## src/rtl/swrp_pkg.sv

```systemverilog
// Shared types and constants for the sliding window refill planner.
// Used by the front, queue, back and top-level modules; no dependencies.
`timescale 1ns / 1ps
`default_nettype none

package swrp_pkg;

  localparam int POS_W     = 32;
  localparam int FRAC_BITS = 8;
  localparam int COORD_W   = 20;
  localparam int CNT_W     = 5;
  // Row counts reach 2D+1; six bits cover every supported load distance.
  localparam int ROW_W     = 6;

  typedef logic signed [COORD_W-1:0] coord_t;

  // One classified position change, handed from front to back.
  typedef struct packed {
    coord_t             new_x;
    coord_t             new_z;
    coord_t             old_x;
    coord_t             old_z;
    logic               sx_neg;
    logic               sz_neg;
    logic [ROW_W-1:0]   full_rows;
    logic [ROW_W-1:0]   left_rows;
    logic [CNT_W-1:0]   h_count;
  } cmd_t;

  typedef enum logic [1:0] {
    BK_IDLE,
    BK_FULL,
    BK_LEFT
  } bk_state_e;

endpackage

`default_nettype wire

```

## src/rtl/swrp_front.sv

```systemverilog
// Front end: takes positions, converts them to tile coordinates and
// classifies the move against the kept tile. Depends on swrp_pkg.
`timescale 1ns / 1ps
`default_nettype none

module swrp_front #(
  parameter int LOAD_DISTANCE = 10,
  parameter int TILE_SHIFT    = 4
) (
  input  wire logic                        clk_i,
  input  wire logic                        rst_ni,
  input  wire logic                        in_valid_i,
  output logic                             in_ready_o,
  input  wire logic [swrp_pkg::POS_W-1:0]  pos_x_i,
  input  wire logic [swrp_pkg::POS_W-1:0]  pos_z_i,
  input  wire logic                        full_i,
  output logic                             push_o,
  output swrp_pkg::cmd_t                   cmd_o
);
  import swrp_pkg::*;

  localparam int SHIFT = FRAC_BITS + TILE_SHIFT;
  localparam logic signed [COORD_W:0] RANGE_W = (COORD_W+1)'(2*LOAD_DISTANCE+1);
  localparam logic signed [COORD_W:0] RANGE_N = -RANGE_W;
  localparam logic [ROW_W-1:0]        RANGE_R = ROW_W'(2*LOAD_DISTANCE+1);

  coord_t prev_x_q, prev_x_d;
  coord_t prev_z_q, prev_z_d;

  logic signed [POS_W-1:0]   shx, shz;
  coord_t                    nx, nz;
  logic signed [COORD_W:0]   mx, mz;
  logic                      lt_x, lt_z;
  logic [ROW_W-1:0]          amx_lo, amz_lo, full_rows;
  logic                      accept, moved_x, moved;

  assign in_ready_o = !full_i;
  assign accept     = in_valid_i && in_ready_o;

  always_comb begin
    shx = $signed(pos_x_i) >>> SHIFT;
    shz = $signed(pos_z_i) >>> SHIFT;
    nx  = shx[COORD_W-1:0];
    nz  = shz[COORD_W-1:0];
    mx  = {nx[COORD_W-1], nx} - {prev_x_q[COORD_W-1], prev_x_q};
    mz  = {nz[COORD_W-1], nz} - {prev_z_q[COORD_W-1], prev_z_q};
    // |m| < range without a full-width absolute value
    lt_x = mx[COORD_W] ? (mx > RANGE_N) : (mx < RANGE_W);
    lt_z = mz[COORD_W] ? (mz > RANGE_N) : (mz < RANGE_W);
    amx_lo = mx[COORD_W] ? ROW_W'(-mx[ROW_W-1:0]) : mx[ROW_W-1:0];
    amz_lo = mz[COORD_W] ? ROW_W'(-mz[ROW_W-1:0]) : mz[ROW_W-1:0];
    full_rows = lt_z ? amz_lo : RANGE_R;
    moved_x = (mx != '0);
    moved   = moved_x || (mz != '0);

    cmd_o.new_x     = nx;
    cmd_o.new_z     = nz;
    cmd_o.old_x     = prev_x_q;
    cmd_o.old_z     = prev_z_q;
    cmd_o.sx_neg    = mx[COORD_W];
    cmd_o.sz_neg    = mz[COORD_W];
    cmd_o.full_rows = full_rows;
    cmd_o.left_rows = moved_x ? ROW_W'(RANGE_R - full_rows) : '0;
    cmd_o.h_count   = lt_x ? amx_lo[CNT_W-1:0] : RANGE_R[CNT_W-1:0];

    push_o   = accept && moved;
    prev_x_d = accept ? nx : prev_x_q;
    prev_z_d = accept ? nz : prev_z_q;
  end

  always_ff @(posedge clk_i or negedge rst_ni) begin
    if (!rst_ni) begin
      prev_x_q <= '0;
      prev_z_q <= '0;
    end else begin
      prev_x_q <= prev_x_d;
      prev_z_q <= prev_z_d;
    end
  end

endmodule

`default_nettype wire

```

## src/rtl/swrp_queue.sv

```systemverilog
// Two-entry command queue between front and back.
// Depends on swrp_pkg for the command type.
`timescale 1ns / 1ps
`default_nettype none

module swrp_queue (
  input  wire logic            clk_i,
  input  wire logic            rst_ni,
  input  wire logic            push_i,
  input  wire swrp_pkg::cmd_t  cmd_i,
  output logic                 full_o,
  input  wire logic            pop_i,
  output swrp_pkg::cmd_t       cmd_o,
  output logic                 empty_o
);
  import swrp_pkg::*;

  cmd_t       mem_q [2];
  logic       wptr_q, wptr_d;
  logic       rptr_q, rptr_d;
  logic [1:0] fill_q, fill_d;
  logic       do_push, do_pop;

  assign full_o  = (fill_q == 2'd2);
  assign empty_o = (fill_q == 2'd0);
  assign cmd_o   = mem_q[rptr_q];
  assign do_push = push_i && !full_o;
  assign do_pop  = pop_i && !empty_o;

  always_comb begin
    wptr_d = do_push ? !wptr_q : wptr_q;
    rptr_d = do_pop ? !rptr_q : rptr_q;
    fill_d = fill_q + 2'(do_push) - 2'(do_pop);
  end

  always_ff @(posedge clk_i) begin
    if (do_push) begin
      mem_q[wptr_q] <= cmd_i;
    end
  end

  always_ff @(posedge clk_i or negedge rst_ni) begin
    if (!rst_ni) begin
      wptr_q <= 1'b0;
      rptr_q <= 1'b0;
      fill_q <= 2'd0;
    end else begin
      wptr_q <= wptr_d;
      rptr_q <= rptr_d;
      fill_q <= fill_d;
    end
  end

endmodule

`default_nettype wire

```

## src/rtl/swrp_back.sv

```systemverilog
// Back end: walks full-row and leftover strips of one command into an output
// register, one strip per cycle unless output stalls. Depends on swrp_pkg.
`timescale 1ns / 1ps
`default_nettype none

module swrp_back #(
  parameter int LOAD_DISTANCE = 10
) (
  input  wire logic                        clk_i,
  input  wire logic                        rst_ni,
  input  wire swrp_pkg::cmd_t              cmd_i,
  input  wire logic                        empty_i,
  output logic                             pop_o,
  output logic                             out_valid_o,
  input  wire logic                        out_ready_i,
  output swrp_pkg::coord_t                 load_x_o,
  output swrp_pkg::coord_t                 load_z_o,
  output swrp_pkg::coord_t                 unload_x_o,
  output swrp_pkg::coord_t                 unload_z_o,
  output logic [swrp_pkg::CNT_W-1:0]       count_o,
  output logic                             load_step_neg_o,
  output logic                             last_o
);
  import swrp_pkg::*;

  localparam coord_t         DIST    = COORD_W'(LOAD_DISTANCE);
  localparam logic [CNT_W-1:0] RANGE_C = CNT_W'(2*LOAD_DISTANCE+1);
  localparam coord_t         ONE     = COORD_W'(1);

  bk_state_e state_q, state_d;

  cmd_t             cur_q;
  logic [ROW_W-1:0] rows_q;
  coord_t           lx_q, lz_q, ux_q, uz_q;
  logic [CNT_W-1:0] cnt_q;
  logic             neg_q;

  logic             ov_q;
  coord_t           o_lx_q, o_lz_q, o_ux_q, o_uz_q;
  logic [CNT_W-1:0] o_cnt_q;
  logic             o_neg_q, o_last_q;

  logic   emit, row_end, to_left, pop;
  cmd_t   src;
  coord_t dx, dz, zstep;

  // control outputs of the sequencer
  always_comb begin
    pop     = (state_q == BK_IDLE) && !empty_i;
    emit    = (state_q != BK_IDLE) && (!ov_q || out_ready_i);
    row_end = (rows_q == ROW_W'(1));
    to_left = emit && (state_q == BK_FULL) && row_end && (cur_q.left_rows != '0);
  end

  always_comb begin
    state_d = state_q;
    case (state_q)
      BK_IDLE: begin
        if (pop) begin
          state_d = (cmd_i.full_rows != '0) ? BK_FULL : BK_LEFT;
        end
      end
      BK_FULL: begin
        if (emit && row_end) begin
          state_d = (cur_q.left_rows != '0) ? BK_LEFT : BK_IDLE;
        end
      end
      BK_LEFT: begin
        if (emit && row_end) begin
          state_d = BK_IDLE;
        end
      end
      default: state_d = BK_IDLE;
    endcase
  end

  always_comb begin
    src   = (state_q == BK_IDLE) ? cmd_i : cur_q;
    dx    = src.sx_neg ? -DIST : DIST;
    dz    = src.sz_neg ? -DIST : DIST;
    zstep = cur_q.sz_neg ? -ONE : ONE;
  end

  assign pop_o = pop;

  always_ff @(posedge clk_i) begin
    if (pop) begin
      cur_q <= cmd_i;
    end
    if ((pop && (cmd_i.full_rows == '0)) || to_left) begin
      // start the leftover rows
      rows_q <= src.left_rows;
      lx_q   <= src.new_x + dx;
      ux_q   <= src.old_x - dx;
      lz_q   <= src.new_z - dz;
      uz_q   <= src.old_z + dz;
      cnt_q  <= src.h_count;
      neg_q  <= !src.sx_neg;
    end else if (pop) begin
      rows_q <= cmd_i.full_rows;
      lx_q   <= cmd_i.new_x - DIST;
      ux_q   <= cmd_i.old_x + DIST;
      lz_q   <= cmd_i.new_z + dz;
      uz_q   <= cmd_i.old_z - dz;
      cnt_q  <= RANGE_C;
      neg_q  <= 1'b0;
    end else if (emit) begin
      rows_q <= rows_q - ROW_W'(1);
      if (state_q == BK_FULL) begin
        lz_q <= lz_q - zstep;
        uz_q <= uz_q + zstep;
      end else begin
        lz_q <= lz_q + zstep;
        uz_q <= uz_q - zstep;
      end
    end
    if (emit) begin
      o_lx_q   <= lx_q;
      o_lz_q   <= lz_q;
      o_ux_q   <= ux_q;
      o_uz_q   <= uz_q;
      o_cnt_q  <= cnt_q;
      o_neg_q  <= neg_q;
      o_last_q <= row_end && ((state_q == BK_LEFT) || (cur_q.left_rows == '0));
    end
  end

  always_ff @(posedge clk_i or negedge rst_ni) begin
    if (!rst_ni) begin
      state_q <= BK_IDLE;
      ov_q    <= 1'b0;
    end else begin
      state_q <= state_d;
      if (emit) begin
        ov_q <= 1'b1;
      end else if (out_ready_i) begin
        ov_q <= 1'b0;
      end
    end
  end

  assign out_valid_o     = ov_q;
  assign load_x_o        = o_lx_q;
  assign load_z_o        = o_lz_q;
  assign unload_x_o      = o_ux_q;
  assign unload_z_o      = o_uz_q;
  assign count_o         = o_cnt_q;
  assign load_step_neg_o = o_neg_q;
  assign last_o          = o_last_q;

endmodule

`default_nettype wire

```

## src/rtl/sliding_window_refill_planner_unit.sv

```systemverilog
// Top level of the sliding window refill planner.
// Instantiates swrp_front, swrp_queue and swrp_back; depends on swrp_pkg.
//
// Each accepted position (x, z, fixed point with 8 fraction bits) is floored
// to a tile by an arithmetic shift of 8+TILE_SHIFT bits. When the tile
// differs from the one kept, the block emits one strip descriptor per cycle
// unless the output stalls: first min(|dz|, 2D+1) full rows, then, if x moved,
// the remaining rows as leftover strips; tlast marks the final strip of a
// position, and a position that stays on its tile yields nothing. The front
// end classifies a position combinationally and pushes it into the two-entry
// queue; the back end takes a command from the queue while idle and then
// walks its strips. The front end keeps taking positions while the queue has
// room.
`timescale 1ns / 1ps
`default_nettype none

module sliding_window_refill_planner_unit #(
  parameter int LOAD_DISTANCE = 10,
  parameter int TILE_SHIFT    = 4
) (
  input  wire logic        clk_i,
  input  wire logic        rst_ni,
  input  wire logic        s_axis_tvalid,
  output logic             s_axis_tready,
  input  wire logic [63:0] s_axis_tdata,   // pos_x[31:0], pos_z[63:32]
  output logic             m_axis_tvalid,
  input  wire logic        m_axis_tready,
  output logic [87:0]      m_axis_tdata,   // load_x[19:0], load_z[39:20],
                                           // unload_x[59:40], unload_z[79:60],
                                           // count[84:80], load_step_neg[85]
  output logic             m_axis_tlast
);
  import swrp_pkg::*;

  cmd_t             f_cmd, q_cmd;
  logic             push, q_full, q_empty, pop;
  coord_t           load_x, load_z, unload_x, unload_z;
  logic [CNT_W-1:0] count;
  logic             load_step_neg;

  swrp_front #(
    .LOAD_DISTANCE (LOAD_DISTANCE),
    .TILE_SHIFT    (TILE_SHIFT)
  ) u_front (
    .clk_i      (clk_i),
    .rst_ni     (rst_ni),
    .in_valid_i (s_axis_tvalid),
    .in_ready_o (s_axis_tready),
    .pos_x_i    (s_axis_tdata[31:0]),
    .pos_z_i    (s_axis_tdata[63:32]),
    .full_i     (q_full),
    .push_o     (push),
    .cmd_o      (f_cmd)
  );

  swrp_queue u_queue (
    .clk_i   (clk_i),
    .rst_ni  (rst_ni),
    .push_i  (push),
    .cmd_i   (f_cmd),
    .full_o  (q_full),
    .pop_i   (pop),
    .cmd_o   (q_cmd),
    .empty_o (q_empty)
  );

  swrp_back #(
    .LOAD_DISTANCE (LOAD_DISTANCE)
  ) u_back (
    .clk_i           (clk_i),
    .rst_ni          (rst_ni),
    .cmd_i           (q_cmd),
    .empty_i         (q_empty),
    .pop_o           (pop),
    .out_valid_o     (m_axis_tvalid),
    .out_ready_i     (m_axis_tready),
    .load_x_o        (load_x),
    .load_z_o        (load_z),
    .unload_x_o      (unload_x),
    .unload_z_o      (unload_z),
    .count_o         (count),
    .load_step_neg_o (load_step_neg),
    .last_o          (m_axis_tlast)
  );

  assign m_axis_tdata = {2'b00, load_step_neg, count, unload_z, unload_x, load_z, load_x};

endmodule

`default_nettype wire
```

## config.mk

```make
export PLATFORM = sky130hd
export DESIGN_NAME = sliding_window_refill_planner_unit
export DESIGN_NICKNAME = d
export VERILOG_FILES = /design/src/rtl/swrp_pkg.sv /design/src/rtl/swrp_front.sv /design/src/rtl/swrp_queue.sv /design/src/rtl/swrp_back.sv /design/src/rtl/sliding_window_refill_planner_unit.sv
export SDC_FILE = /design/constraint.sdc
export NUM_CORES = 1
export LEC_CHECK = 0
export BUFFER_PORTS_ARGS = -buffer_cell sky130_fd_sc_hd__buf_4
export CORE_UTILIZATION = 45
export CTS_CLUSTER_SIZE = 16
export DETAILED_ROUTE_END_ITERATION = 6
export GPL_ROUTABILITY_DRIVEN = 0
export SYNTH_ARGS = -nofsm -noshare
export SYNTH_HDL_FRONTEND = slang
export SYNTH_SLANG_ARGS = --single-unit
```

## constraint.sdc

```tcl
create_clock -name clk_i -period 16.1 [get_ports clk_i]
set_input_delay 0.805 -clock clk_i [delete_from_list [all_inputs] [get_ports clk_i]]
set_output_delay 0.805 -clock clk_i [all_outputs]
set_load 0.02 [all_outputs]
```

==> results.ini <==
[drt]
postRouteAntennaNets = 0
wl_per_cell_um = 19.0
drc = 0
first_pass_iters = 6
vias = 20600
viasPerCell = 5.60
drt_iter0_drc = 1516
route.final.wire_length_um = 69900

[critical_path]
r2r_setup_slack_ns = 10.02
crit_path_top_delay_cell = a21o_1
worstSetupEndpointType = register
max_stage_delay_ns = 0.75
crit_family = compound AO/OA/AOI/OAI gates
arrival_ns = 6.42
crit_type = register to register
setup.worst_path.start_class = register
cp_data_required_time_ns = 16.43
worstPathMaxFanout = 41
cp_num_buf_inv = 2
path_cells = buf_4 -> mux2i_1 -> a21o_1 -> inv_1 -> ha_1 -> nor2b_1 -> o21ai_0 -> a21boi_0 -> o21ai_0 -> a21oi_1 -> o221ai_1 -> a21oi_1 -> a41oi_1 -> nor2b_1 -> o211ai_1

[logic_synthesis]
avgSynthCellArea_um2 = 11.2
yosys_warnings = 0
ys_seq_area_share_pct = 51.8
ys.flop_type = edfxtp_1
muxShareOfSynthArea_pct = 5.28
synth_fa_ha_area_share_pct = 8.69
async_reset_ff_share_pct = 9.09
syn-cell-area_mm2 = 0.0295
syn_inst = 2639
synth_top_family_by_area = compound AO/OA/AOI/OAI gates
yosys.area_share.simple_pct = 12.2
ys_ff_latch = 517
synthXorXnorAreaFrac_pct = 5.67
yosys.cell_types.count = 92
synth-compound-area-share_pct = 13.6
synth_edf_count = 470

[global_routing]
globalRouteTotalUtil_pct = 20.8
grt_pass1_vias = 19800
busiest_layer = met2
grt_max_degree = 82
antenna_found_initial = 1
grt_use_met3_pct = 3.21
overflow = 0
grt_first_pass_wirelength_um = 110000
met1_usage_pct = 31.3
use_met2_pct = 31.7

[timing]
final.min_clock_period_ns = 6.08
maxSlewViolCount = 0
setup-tns-final_ns = 0
finClkSkew_ns = 0.0184
period_share_pct = 37.8
rsz0062_at_grt = false
setup_slack_ns = 10.02
maxSlewHeadroom_pct = 32.1
setup_violations = 0
hold_viol = 0
fmax_mhz = 164
tightestPinTransition_ns = 0.990

[placement]
portBuffers = 132
dpl.hpwl_um = 50800
dp.cells = 3580
dpl_worst_slack_ns = 9.50

[clock_tree]
post_cts_buffers = 0
cts.sinks = 517
path_clk_slew_ns = 0.06
clockBufferDepth = 3
clk-insertion-delay-late_ns = 0.61
ctsHoldBuffers = 0
cts.htree.levels = 2
cts_tree = yes
cts_made_buffers = 55
ctsResizeCount = 0
clock-root-buffer = clkbuf_16

[worst_hold_path]
min_path_type = primary input to asynchronous set/reset pin

[floorplanning]
io_pins = 159
die_area_mm2 = 0.0666
start_util_pct = 45.7
placementRows = 93
core-area_mm2 = 0.0646
dieHeight_um = 258
die_x_um = 258

[final_layout]
drive_gt1_share_pct = 13.1
final_cells = 3684
nets = 3049
num-fill-cells = 5637
area_delta_synth_final_pct = 13.6

[outcome]
status = completed

[job]
max_cap_viol_count = 0

==> synth_stat cells, types with 27 or more instances <==
cell type,n,area [µm²]
a211oi_1,33,248
a21o_1,55,413
a21oi_1,165,826
and3_1,34,213
clkbuf_1,50,188
dfrtp_1,47,1180
edfxtp_1,470,14100
ha_1,189,2360
inv_1,140,526
mux2_2,94,1060
mux2i_1,50,500
nand2_1,266,998
nand3_1,49,245
nor2_1,178,668
nor2b_1,29,181
nor3_1,63,315
o21ai_0,150,751
or3_1,27,169
xnor2_1,126,1100
xor2_1,65,569
==> area by class of cell <==
cell class              count  area, µm²  area share (%)
well taps                 855       1070            3.19
clock buffers              75       1520            4.55
clock inverters            28        442            1.32
flip-flops and latches    517      15300            45.6
diodes                      1       2.50         0.00747
inverters                 142        536            1.60
repair buffers            154       1160            3.45
multi-input cells        1912      13500            40.2
==> per-layer routing <==
metal  up-vias  routed length, µm
met4         0               1230
met2       540              30500
li1      10100                  -
met3        85               4050
met1      9886              34200
met5         -                  0
==> state kept, by name (all words and copies together) (netlist names), 2 cells and up <==
name               flops
u_queue.mem_q        198
u_back.cur_q          93
u_back.load_x_o       20
u_back.load_z_o       20
u_back.lx_q           20
u_back.lz_q           20
u_back.unload_x_o     20
u_back.unload_z_o     20
u_back.ux_q           20
u_back.uz_q           20
u_front.prev_x_q      20
u_front.prev_z_q      20
u_back.rows_q          6
u_back.cnt_q           5
u_back.count_o         5
u_back.state_q         2
u_queue.fill_q         2
==> placed cells by master, fill, tap and decap left out, types with 26 or more instances in the layout <==
master	Yosys	final
mux2i_1	50	50
nor3_1	63	63
a21oi_1	165	164
inv_1	140	140
or3_1	27	27
clkbuf_16	0	57
nand2_1	266	264
edfxtp_1	470	470
a21o_1	55	55
nand2b_1	26	26
mux2_2	94	94
dfrtp_1	47	46
xor2_1	65	64
a211oi_1	33	33
o21ai_0	150	148
and3_1	34	34
nor2b_1	29	28
buf_4	3	154
ha_1	189	189
nor2_1	178	175
xnor2_1	126	126
nand3_1	49	49
==> through the flow <==
step | util, % | area [µm²] | hold WS (ns)
finish | 51.9 | 33500 | 0.232
global route | 51.9 | 33500 | 0.260
floorplan | - | 29500 | 0.400
detailed placement | 48.8 | 31500 | 0.405
global placement | 48.8 | 31500 | 0.403
CTS | 51.9 | 33500 | 0.226
==> final timing paths <==
kind / start / to / cells after the start
worst max-delay path: u_queue.rptr_q / u_back.ux_q[19] / 15
worst min-delay path: rst_ni / u_front.prev_x_q[11] / 1
worst max register to register: u_queue.rptr_q / u_back.ux_q[19] / 15
worst min register to register: u_back.ux_q[12] / u_back.unload_x_o[12] / 0
max in group asynchronous: rst_ni / u_queue.rptr_q / 1
min in group clk_i: s_axis_tdata[12] / u_queue.mem_q[1][79] / 1
==> cells by family (layout without fill, tap and decap cells) <==
group | after synthesis | count (layout)
simple gates | 759 | 759
compound gates | 615 | 615
flops | 517 | 517
buf+inv | 213 | 399
fa+ha+maj | 199 | 199
xor+xnor | 191 | 191
mux | 144 | 144
other cells | 1 | 5
Power is not shown: default switching activity piles up to over one toggle a cycle in this logic, so the estimate is an artifact.
